==> src/sv/frustum_box_cull_unit_assert.svh <==
// ----------------------------------------------------------------------------
// frustum_box_cull_unit_assert.svh
// Assertion macros for the frustum box cull unit. They compile to nothing
// when SYNTH is defined.
// ----------------------------------------------------------------------------
`ifndef FRUSTUM_BOX_CULL_UNIT_ASSERT_SVH
`define FRUSTUM_BOX_CULL_UNIT_ASSERT_SVH

`ifndef SYNTH

// Same-cycle implication, disabled during reset
`define FBC_ASSERT_IMP(lbl, ante, cons, msg) \
    lbl: assert property (@(posedge i_clk) disable iff (!i_rst_n) (ante) |-> (cons)) \
        else $error(msg);

// Next-cycle implication, disabled during reset
`define FBC_ASSERT_NXT(lbl, ante, cons, msg) \
    lbl: assert property (@(posedge i_clk) disable iff (!i_rst_n) (ante) |=> (cons)) \
        else $error(msg);

`else

`define FBC_ASSERT_IMP(lbl, ante, cons, msg)
`define FBC_ASSERT_NXT(lbl, ante, cons, msg)

`endif

`endif

==> src/sv/fbc_pkg.sv <==
// ----------------------------------------------------------------------------
// fbc_pkg
// Shared widths and types of the frustum box cull unit.
// ----------------------------------------------------------------------------
`timescale 1ns / 1ps

package fbc_pkg;

    // Matrix element and plane coefficient widths
    localparam int ELEM_W  = 32;
    localparam int COEF_W  = ELEM_W + 1;

    // Shared multiplier operands: coefficient (or its magnitude) times a 16-bit chunk
    localparam int MUL_A_W = COEF_W + 1;
    localparam int MUL_B_W = 17;
    localparam int PROD_W  = MUL_A_W + MUL_B_W;

    // Exact plane sum: six 65-bit products plus the offset term
    localparam int ACC_W   = 70;

    // Store addressing
    localparam int ADDR_W  = 4;
    localparam int DEPTH   = 16;

    // Per-cycle control of the multiply-accumulate unit
    typedef struct packed {
        logic clr;  // load accumulator with offset * 2^16
        logic en;   // operands valid this cycle
        logic hi;   // product weighs 2^16 (upper chunk)
    } t_mac_ctl;

endpackage

==> src/sv/frustum_box_cull_unit.sv <==
// ----------------------------------------------------------------------------
// frustum_box_cull_unit
// Box against view-frustum visibility test. Load items fill a 4x4 Q16.16
// matrix; test items are checked against the six planes built from it.
//
//  channel | handshake          | payload
//  --------+--------------------+-------------------------------------------
//  input   | i_valid / o_ready  | operation, elem_index/value, center, half
//  output  | o_valid / i_ready  | visible (test items only)
//
//  A load item is written to the store; the block stays ready.
//  A test item holds the block while each of the six planes runs through store
//  reads, an accumulator clear, multiplies on the shared 34x17 multiplier and a
//  pipeline drain; a final state then posts the result.
//  A pending result does not block the next item; a later test waits in its
//  final cycle until the output register is free.
//  Reset is synchronous and clears the matrix store to zero.
// ----------------------------------------------------------------------------
`timescale 1ns / 1ps
`include "frustum_box_cull_unit_assert.svh"

module frustum_box_cull_unit
    import fbc_pkg::*;
(
    input  logic                     i_clk,
    input  logic                     i_rst_n,
    input  logic                     i_valid,
    output logic                     o_ready,
    input  logic                     i_operation,
    input  logic [ADDR_W-1:0]        i_elem_index,
    input  logic signed [ELEM_W-1:0] i_elem_value,
    input  logic signed [31:0]       i_center_x,
    input  logic signed [31:0]       i_center_y,
    input  logic signed [31:0]       i_center_z,
    input  logic [30:0]              i_half_x,
    input  logic [30:0]              i_half_y,
    input  logic [30:0]              i_half_z,
    output logic                     o_valid,
    input  logic                     i_ready,
    output logic                     o_visible
);

    // Sequencer states
    localparam logic [2:0] S_IDLE  = 3'd0;
    localparam logic [2:0] S_RD    = 3'd1;
    localparam logic [2:0] S_CLR   = 3'd2;
    localparam logic [2:0] S_MUL   = 3'd3;
    localparam logic [2:0] S_DRAIN = 3'd4;
    localparam logic [2:0] S_DONE  = 3'd5;

    localparam logic [3:0] RD_LAST    = 4'd4;
    localparam logic [3:0] MUL_LAST   = 4'd11;
    localparam logic [3:0] DRAIN_LAST = 4'd1;
    localparam logic [2:0] PLANE_LAST = 3'd5;
    localparam logic       OP_LOAD    = 1'b0;

    logic [2:0]               r_state, n_state;
    logic [3:0]               r_step, n_step;
    logic [2:0]               r_plane, n_plane;
    logic                     r_vis, n_vis;
    logic                     r_out_valid, n_out_valid;
    logic                     r_out_vis, n_out_vis;
    logic signed [31:0]       r_cx, r_cy, r_cz;
    logic [30:0]              r_hx, r_hy, r_hz;
    logic signed [COEF_W-1:0] r_nx, r_ny, r_nz, r_w;

    logic                     in_acc;
    logic                     store_wr;
    logic [ADDR_W-1:0]        rd_addr_a, rd_addr_b;
    logic [ELEM_W-1:0]        rd_data_a, rd_data_b;
    logic signed [COEF_W-1:0] coef_a, coef_b, coef_new;
    logic                     coef_shift;

    t_mac_ctl                 mac_ctl;
    logic signed [COEF_W-1:0]  n_sel;
    logic signed [31:0]        c_sel;
    logic [30:0]               h_sel;
    logic signed [MUL_A_W-1:0] n_ext, n_abs;
    logic signed [MUL_A_W-1:0] mul_a;
    logic signed [MUL_B_W-1:0] mul_b;
    logic                      acc_neg;
    logic                      plane_cull;

    assign o_ready   = (r_state == S_IDLE);
    assign in_acc    = i_valid && o_ready;
    assign store_wr  = in_acc && (i_operation == OP_LOAD);
    assign o_valid   = r_out_valid;
    assign o_visible = r_out_vis;

    // Store reads: column r_step, row 3 and the plane's row
    assign rd_addr_a = {r_step[1:0], 2'b11};
    assign rd_addr_b = {r_step[1:0], r_plane[2:1]};

    fbc_matrix_store u_store (
        .i_clk       (i_clk),
        .i_rst_n     (i_rst_n),
        .i_wr_en     (store_wr),
        .i_wr_addr   (i_elem_index),
        .i_wr_data   (i_elem_value),
        .i_rd_addr_a (rd_addr_a),
        .i_rd_addr_b (rd_addr_b),
        .o_rd_data_a (rd_data_a),
        .o_rd_data_b (rd_data_b)
    );

    // Plane coefficient: row3 plus or minus the selected row
    assign coef_a     = {rd_data_a[ELEM_W-1], rd_data_a};
    assign coef_b     = {rd_data_b[ELEM_W-1], rd_data_b};
    assign coef_new   = r_plane[0] ? (coef_a - coef_b) : (coef_a + coef_b);
    assign coef_shift = (r_state == S_RD) && (r_step != 4'd0);

    // Operand select: axis from step[3:2], term from step[1:0]
    always_comb begin
        case (r_step[3:2])
            2'd0:    begin n_sel = r_nx; c_sel = r_cx; h_sel = r_hx; end
            2'd1:    begin n_sel = r_ny; c_sel = r_cy; h_sel = r_hy; end
            default: begin n_sel = r_nz; c_sel = r_cz; h_sel = r_hz; end
        endcase
    end

    assign n_ext = {n_sel[COEF_W-1], n_sel};
    assign n_abs = n_ext[MUL_A_W-1] ? -n_ext : n_ext;

    always_comb begin
        mac_ctl.clr = (r_state == S_CLR);
        mac_ctl.en  = (r_state == S_MUL);
        case (r_step[1:0])
            2'd0: begin
                mul_a = n_ext;
                mul_b = {1'b0, c_sel[15:0]};
                mac_ctl.hi = 1'b0;
            end
            2'd1: begin
                mul_a = n_ext;
                mul_b = {c_sel[31], c_sel[31:16]};
                mac_ctl.hi = 1'b1;
            end
            2'd2: begin
                mul_a = n_abs;
                mul_b = {1'b0, h_sel[15:0]};
                mac_ctl.hi = 1'b0;
            end
            default: begin
                mul_a = n_abs;
                mul_b = {2'b00, h_sel[30:16]};
                mac_ctl.hi = 1'b1;
            end
        endcase
    end

    fbc_mac u_mac (
        .i_clk     (i_clk),
        .i_rst_n   (i_rst_n),
        .i_ctl     (mac_ctl),
        .i_init    (r_w),
        .i_mul_a   (mul_a),
        .i_mul_b   (mul_b),
        .o_acc_neg (acc_neg)
    );

    // A plane with a zero normal never culls
    assign plane_cull = acc_neg && ((r_nx != '0) || (r_ny != '0) || (r_nz != '0));

    // Sequencer
    always_comb begin
        n_state     = r_state;
        n_step      = r_step;
        n_plane     = r_plane;
        n_vis       = r_vis;
        n_out_valid = r_out_valid && !i_ready;
        n_out_vis   = r_out_vis;
        case (r_state)
            S_IDLE: begin
                if (in_acc && (i_operation != OP_LOAD)) begin
                    n_state = S_RD;
                    n_step  = '0;
                    n_plane = '0;
                    n_vis   = 1'b1;
                end
            end
            S_RD: begin
                if (r_step == RD_LAST) begin
                    n_state = S_CLR;
                    n_step  = '0;
                end else begin
                    n_step = r_step + 4'd1;
                end
            end
            S_CLR: begin
                n_state = S_MUL;
                n_step  = '0;
            end
            S_MUL: begin
                if (r_step == MUL_LAST) begin
                    n_state = S_DRAIN;
                    n_step  = '0;
                end else begin
                    n_step = r_step + 4'd1;
                end
            end
            S_DRAIN: begin
                if (r_step == DRAIN_LAST) begin
                    n_vis  = r_vis && !plane_cull;
                    n_step = '0;
                    if (r_plane == PLANE_LAST) begin
                        n_state = S_DONE;
                    end else begin
                        n_state = S_RD;
                        n_plane = r_plane + 3'd1;
                    end
                end else begin
                    n_step = r_step + 4'd1;
                end
            end
            S_DONE: begin
                if (!r_out_valid || i_ready) begin
                    n_out_valid = 1'b1;
                    n_out_vis   = r_vis;
                    n_state     = S_IDLE;
                end
            end
            default: begin
                n_state = S_IDLE;
            end
        endcase
    end

    // Control registers
    always_ff @(posedge i_clk) begin
        if (!i_rst_n) begin
            r_state     <= S_IDLE;
            r_step      <= '0;
            r_plane     <= '0;
            r_vis       <= 1'b1;
            r_out_valid <= 1'b0;
            r_out_vis   <= 1'b1;
        end else begin
            r_state     <= n_state;
            r_step      <= n_step;
            r_plane     <= n_plane;
            r_vis       <= n_vis;
            r_out_valid <= n_out_valid;
            r_out_vis   <= n_out_vis;
        end
    end

    // Box operands, held for the whole test
    always_ff @(posedge i_clk) begin
        if (in_acc && (i_operation != OP_LOAD)) begin
            r_cx <= i_center_x;
            r_cy <= i_center_y;
            r_cz <= i_center_z;
            r_hx <= i_half_x;
            r_hy <= i_half_y;
            r_hz <= i_half_z;
        end
    end

    // Plane coefficients shift in x, y, z, then w
    always_ff @(posedge i_clk) begin
        if (coef_shift) begin
            r_nx <= r_ny;
            r_ny <= r_nz;
            r_nz <= r_w;
            r_w  <= coef_new;
        end
    end

    // Assertions
    `FBC_ASSERT_NXT(a_test_starts, in_acc && (i_operation != OP_LOAD), (r_state == S_RD) && (r_plane == 3'd0) && (r_step == 4'd0) && r_vis, "test item did not start at plane 0")
    `FBC_ASSERT_NXT(a_load_stays_idle, store_wr, (r_state == S_IDLE) && o_ready, "load item left the idle state")
    `FBC_ASSERT_IMP(a_plane_range, r_state != S_IDLE, r_plane <= PLANE_LAST, "plane counter out of range")
    `FBC_ASSERT_IMP(a_mul_step_range, r_state == S_MUL, r_step <= MUL_LAST, "multiply step out of range")

endmodule

==> src/sv/fbc_matrix_store.sv <==
// ----------------------------------------------------------------------------
// fbc_matrix_store
// 16 x 32 matrix store, one write port and two registered read ports.
// Per-entry valid bits make unwritten entries read as zero after reset.
// ----------------------------------------------------------------------------
`timescale 1ns / 1ps

module fbc_matrix_store
    import fbc_pkg::*;
(
    input  logic              i_clk,
    input  logic              i_rst_n,
    input  logic              i_wr_en,
    input  logic [ADDR_W-1:0] i_wr_addr,
    input  logic [ELEM_W-1:0] i_wr_data,
    input  logic [ADDR_W-1:0] i_rd_addr_a,
    input  logic [ADDR_W-1:0] i_rd_addr_b,
    output logic [ELEM_W-1:0] o_rd_data_a,
    output logic [ELEM_W-1:0] o_rd_data_b
);

    logic [ELEM_W-1:0] r_mem [DEPTH];
    logic [DEPTH-1:0]  r_valid;
    logic [ELEM_W-1:0] r_rd_a;
    logic [ELEM_W-1:0] r_rd_b;

    // Valid bits, cleared by reset
    always_ff @(posedge i_clk) begin
        if (!i_rst_n) begin
            r_valid <= '0;
        end else if (i_wr_en) begin
            r_valid[i_wr_addr] <= 1'b1;
        end
    end

    // Array write
    always_ff @(posedge i_clk) begin
        if (i_wr_en) begin
            r_mem[i_wr_addr] <= i_wr_data;
        end
    end

    // Registered reads; an unwritten entry reads as zero
    always_ff @(posedge i_clk) begin
        r_rd_a <= r_valid[i_rd_addr_a] ? r_mem[i_rd_addr_a] : '0;
        r_rd_b <= r_valid[i_rd_addr_b] ? r_mem[i_rd_addr_b] : '0;
    end

    assign o_rd_data_a = r_rd_a;
    assign o_rd_data_b = r_rd_b;

endmodule

==> src/sv/fbc_mac.sv <==
// ----------------------------------------------------------------------------
// fbc_mac
// Shared 34x17 signed multiplier with a registered product and an exact
// 70-bit accumulator. Reports the sign of the running plane sum.
// ----------------------------------------------------------------------------
`timescale 1ns / 1ps

module fbc_mac
    import fbc_pkg::*;
(
    input  logic                      i_clk,
    input  logic                      i_rst_n,
    input  t_mac_ctl                  i_ctl,
    input  logic signed [COEF_W-1:0]  i_init,
    input  logic signed [MUL_A_W-1:0] i_mul_a,
    input  logic signed [MUL_B_W-1:0] i_mul_b,
    output logic                      o_acc_neg
);

    localparam int HI_W = PROD_W + 16;

    logic signed [PROD_W-1:0] r_prod;
    logic                     r_prod_vld;
    logic                     r_prod_hi;
    logic signed [ACC_W-1:0]  r_acc;
    logic signed [ACC_W-1:0]  prod_ext;

    // Product stage
    always_ff @(posedge i_clk) begin
        if (!i_rst_n) begin
            r_prod_vld <= 1'b0;
        end else begin
            r_prod_vld <= i_ctl.en;
        end
    end

    always_ff @(posedge i_clk) begin
        r_prod    <= i_mul_a * i_mul_b;
        r_prod_hi <= i_ctl.hi;
    end

    // Align the product to the Q.32 accumulator
    always_comb begin
        if (r_prod_hi) begin
            prod_ext = {{(ACC_W-HI_W){r_prod[PROD_W-1]}}, r_prod, 16'h0000};
        end else begin
            prod_ext = {{(ACC_W-PROD_W){r_prod[PROD_W-1]}}, r_prod};
        end
    end

    // Accumulator: offset term on clear, then one product per cycle while r_prod_vld is set
    always_ff @(posedge i_clk) begin
        if (i_ctl.clr) begin
            r_acc <= {{(ACC_W-COEF_W-16){i_init[COEF_W-1]}}, i_init, 16'h0000};
        end else if (r_prod_vld) begin
            r_acc <= r_acc + prod_ext;
        end
    end

    assign o_acc_neg = r_acc[ACC_W-1];

endmodule
==> config.mk <==
export PLATFORM = sky130hd
export DESIGN_NAME = frustum_box_cull_unit
export DESIGN_NICKNAME = d
export VERILOG_FILES = /design/src/sv/fbc_pkg.sv /design/src/sv/frustum_box_cull_unit.sv /design/src/sv/fbc_matrix_store.sv /design/src/sv/fbc_mac.sv
export VERILOG_INCLUDE_DIRS = /design/src /design/src/sv
export SDC_FILE = /design/constraint.sdc
export NUM_CORES = 2
export LEC_CHECK = 0
export ABC_AREA = 1
export BUFFER_PORTS_ARGS = -buffer_cell sky130_fd_sc_hd__buf_2
export CELL_PAD_IN_SITES_DETAIL_PLACEMENT = 1
export CELL_PAD_IN_SITES_GLOBAL_PLACEMENT = 1
export CORE_ASPECT_RATIO = 2
export CORE_UTILIZATION = 35
export CTS_CLUSTER_DIAMETER = 80
export CTS_CLUSTER_SIZE = 24
export DETAILED_ROUTE_END_ITERATION = 8
export PLACE_DENSITY_LB_ADDON = 0.1
export SLEW_MARGIN = 20
export SYNTH_ARGS = -nofsm -noshare
export SYNTH_HDL_FRONTEND = slang
export SYNTH_HIERARCHICAL = 1
export SYNTH_SLANG_ARGS = --single-unit
==> constraint.sdc <==
create_clock -name i_clk -period 43.8 [get_ports i_clk]
set_input_delay 4.38 -clock i_clk [delete_from_list [all_inputs] [get_ports i_clk]]
set_output_delay 4.38 -clock i_clk [all_outputs]
set_load 0.05 [all_outputs]
==> results.tsv <==
stage	metric	value	unit
logic_synthesis	Synth Instances	9833	
floorplanning	I/O pins	233	
logic_synthesis	asr flop ratio synth	0	
layout	Layout area overhead	7.787	%
critical_path	Top delay family on crit path	adder cells	
critical_path	Top cell by count, worst path	fa_1	
sta	Hold Fails Final Rpt	0	
logic_synthesis	main flop type after synthesis	edfxtp_1	
logic_synthesis	top cell type's share of synthesized area	0.3410	
sta	unrepaired setup endpoints after global routing	false	
placed_design	HPWL after detailed placement	241200	um
drt	drt wl/cell	25.44	um
clocking	worst skew pair latency	0.80	ns
job	total of max-cap violations	0	
clocking	worst-case clock buffer depth	3	
critical_path	WP data arrival	10.52	ns
outcome	status	completed	
critical_path	FF-to-FF End	u_mac/r_prod[37]	
placed_design	Placed Area	82300	um2
critical_path	Critical Path RT	44.49	ns
sta	fmax	101.7	MHz
clocking	H-tree depth	2	
layout	Fill cells	26750	
logic_synthesis	XOR/XNOR Fraction of Synth Area	0.01604	
layout	nets@finish	10810	
sta	minimum clock period	9.829	ns
critical_path	CP Launch Type	flop	
layout	Reg area	29900	um2
layout	Multi-input gate area	39040	um2
sta	Slew Limit Fails	0	
grt	pin count of the biggest net entering global routing	265	
logic_synthesis	Synth Register Bits	1049	
grt	total grt overflow	0	
drt	drt drc	0	
critical_path	Crit Path Max Fanout	64	
min_path	worst hold path startpoint	r_vis	
clocking	post-CTS setup buffers	0	
logic_synthesis	most frequent cell after synthesis	nand2_1	
grt	antenna violations before repair	34	
sta	count of final setup violators	0	
logic_synthesis	synthesized area	78110	um2
logic_synthesis	largest family of logic cells by synthesized area	simple AND/OR/NAND/NOR gates	
sta	hold_ws	0.4529	ns
clocking	post-CTS resize count	0	
sta	worst rel slew slack	0.2621	
clocking	Inserted Clock Buffers	56	
critical_path	R2R Setup Slk	33.97	ns
drt	DR pass1 iterations	5	
drt	via count	66060	
logic_synthesis	mux contribution to synthesized area	0	
critical_path	crit path max-delay cell type	buf_4	
min_path	worst min-delay path category	reg -> reg	
sta	Fin Setup TNS	0	ns
critical_path	crit path buf inv count	8	
drt	remaining antenna violation count	0	
floorplanning	Core Footprint	221300	um2
placed_design	# port buffers	232	
logic_synthesis	synth cell count leaders	3,023 x nand2_1, 2,046 x inv_1, 1,138 x nand3_1	
logic_synthesis	share of the yosys chip area belonging to registers	0.3825	
logic_synthesis	post-synthesis simple-gate area fraction	0.2588	
floorplanning	Chip Width	336.0	um
grt	vias in the first global route	73020	
sta	final period utilization	0.2244	
placed_design	placed cells	12690	
critical_path	Critical Path Stages	27	
logic_synthesis	Adder-Cell Fraction of Synth Area	0.1783	
placed_design	Placer Congestion	0.9779	
grt	first-pass GRT wire length	473400	um
floorplanning	Die Y	670.1	um
layout	post-route insts no fill	12810	
critical_path	Setup crit end kind	flop	
layout	Final Cell Area	84190	um2
critical_path	max incr delay on CP	0.74	ns
floorplanning	Rows	244	
grt	GRT Total Usage	0.2883	
min_path	hold-critical path depth	2	
clocking	# hold bufs at CTS	0	
layout	share of cells above drive strength 1	0.05863	
critical_path	worst r2r src	r_step[2]	
logic_synthesis	YS warnings	6	
clocking	clock sinks	1049	
drt	drt initial violations	3145	
logic_synthesis	Synth Area in Compound Gates	0.04093	
critical_path	worst reg-to-reg path cell count	27	
logic_synthesis	EDFF count, synth	887	
drt	via/cell ratio	5.156	
clocking	clk root buf	clkbuf_16	
drt	final wirelength	326000	um
floorplanning	die area	225200	um2
logic_synthesis	synthesized area per cell	7.943	um2
clocking	TritonCTS clock tree	done	
logic_synthesis	dominant cell type by area after synthesis	edfxtp_1	
min_path	WHS Endpoint	r_vis	
clocking	clock slew at reported path FFs	0.11	ns
floorplanning	initial core utilization	0.3529	
sta	worst slew pin tran	1.107	ns
critical_path	Crit Path Class	reg -> reg	
logic_synthesis	top post-synthesis cells by area	edfxtp_1 34%, nand2_1 15%, fa_1 14%, inv_1 9.8%, nand3_1 7.3%	
sta	clk_skew	0.09547	ns
logic_synthesis	Yosys cell types	63	
## flip-flops by register name, summed over array words and instances (netlist names), 3 cells and up
signal and count:
r_plane 3, r_hz 31, u_mac/r_acc 70, r_state 3, u_store/r_valid 16, r_cz 32
r_hy 31, r_nz 33, r_cy 32, u_store/o_rd_data_a 32, u_store/r_mem 512, r_nx 33
r_w 33, u_store/o_rd_data_b 32, r_step 4, r_hx 31, r_ny 33, u_mac/r_prod 51
r_cx 32
## worst max path at each step
stage	slack (ns)	startpoint	end
floorplan	25.67	i_valid	r_cx[0]
global placement	34.06	r_step[2]	u_mac/r_prod[37]
detailed placement	34.05	r_step[2]	u_mac/r_prod[37]
CTS	34.03	r_step[2]	u_mac/r_prod[37]
global route	33.46	r_step[3]	u_mac/r_prod[37]
finish	33.97	r_step[2]	u_mac/r_prod[37]
## layer usage
layer	vias to the layer above	global-route usage	routed length (um)
met1	33460	0.2686	106400
met2	1495	0.5743	184500
li1	30250	-	-
met5	-	0	90
met4	14	0.2008	25710
met3	833	0.02643	9309
## layout make-up
cell class / instances / share of cell area
clock buffers: 86 / 0.01824
diodes: 19 / 0.0005648
repair buffers: 332 / 0.02313
multi-input cells: 6302 / 0.4638
clock inverters: 19 / 0.003582
well taps: 2952 / 0.04387
inverters: 2053 / 0.09171
flip-flops and latches: 1049 / 0.3551
## layout by cell type, fill, tap and decap left out, types with 32 or more instances in the layout
cell / synthesis / layout
nand4_1: 35 / 35
nor2_1: 416 / 400
xor2_1: 78 / 77
fa_1: 553 / 553
xnor2_1: 65 / 62
nor4_1: 38 / 37
dfxtp_1: 162 / 156
inv_1: 2046 / 2039
a21oi_1: 235 / 234
edfxtp_1: 887 / 887
ha_1: 228 / 227
clkbuf_16: 0 / 57
buf_4: 21 / 96
o21ai_0: 180 / 179
nand3_1: 1138 / 1138
nand2_1: 3023 / 3021
buf_2: 136 / 233
nor3_1: 33 / 32
## logic make-up (layout without fill, tap and decap cells)
logic type               count (synthesis)  count (layout)
AO/OA/AOI/OAI                          557             557
XOR/XNOR                               143             143
adder cells (fa/ha/maj)                781             781
buffers and inverters                 2486            2490
flip-flops                            1049            1049
other                                    1              24
AND/OR/NAND/NOR                       4816            4816
## worst reg2reg max path: stages, from the launching register on
cell	delay, ns
dfxtp_1	0.32
buf_4	0.30
inv_1	0.33
nor2_4	0.29
buf_4	0.75
nand2_1	0.59
nand3_1	0.19
nand2_1	0.10
a31oi_4	0.18
buf_4	0.51
nand2_1	0.22
fa_1	0.59
inv_1	0.06
fa_1	0.52
fa_1	0.45
fa_1	0.53
fa_1	0.56
inv_1	0.06
fa_1	0.57
inv_1	0.06
ha_1	0.36
a21oi_1	0.28
o21ai_0	0.25
a21oi_1	0.40
inv_1	0.11
o21ai_0	0.54
nand3_1	0.39
xor2_1	0.24
## stage by stage
step	util	setup WS [ns]
final	0.3804	33.97
after floorplan	-	25.67
after global routing	0.3803	33.46
after CTS	0.3801	34.03
after detailed placement	0.3718	34.05
after global placement	0.3718	34.06
Power is not shown: default switching activity piles up to over one toggle a cycle in this logic, so the estimate is an artifact.
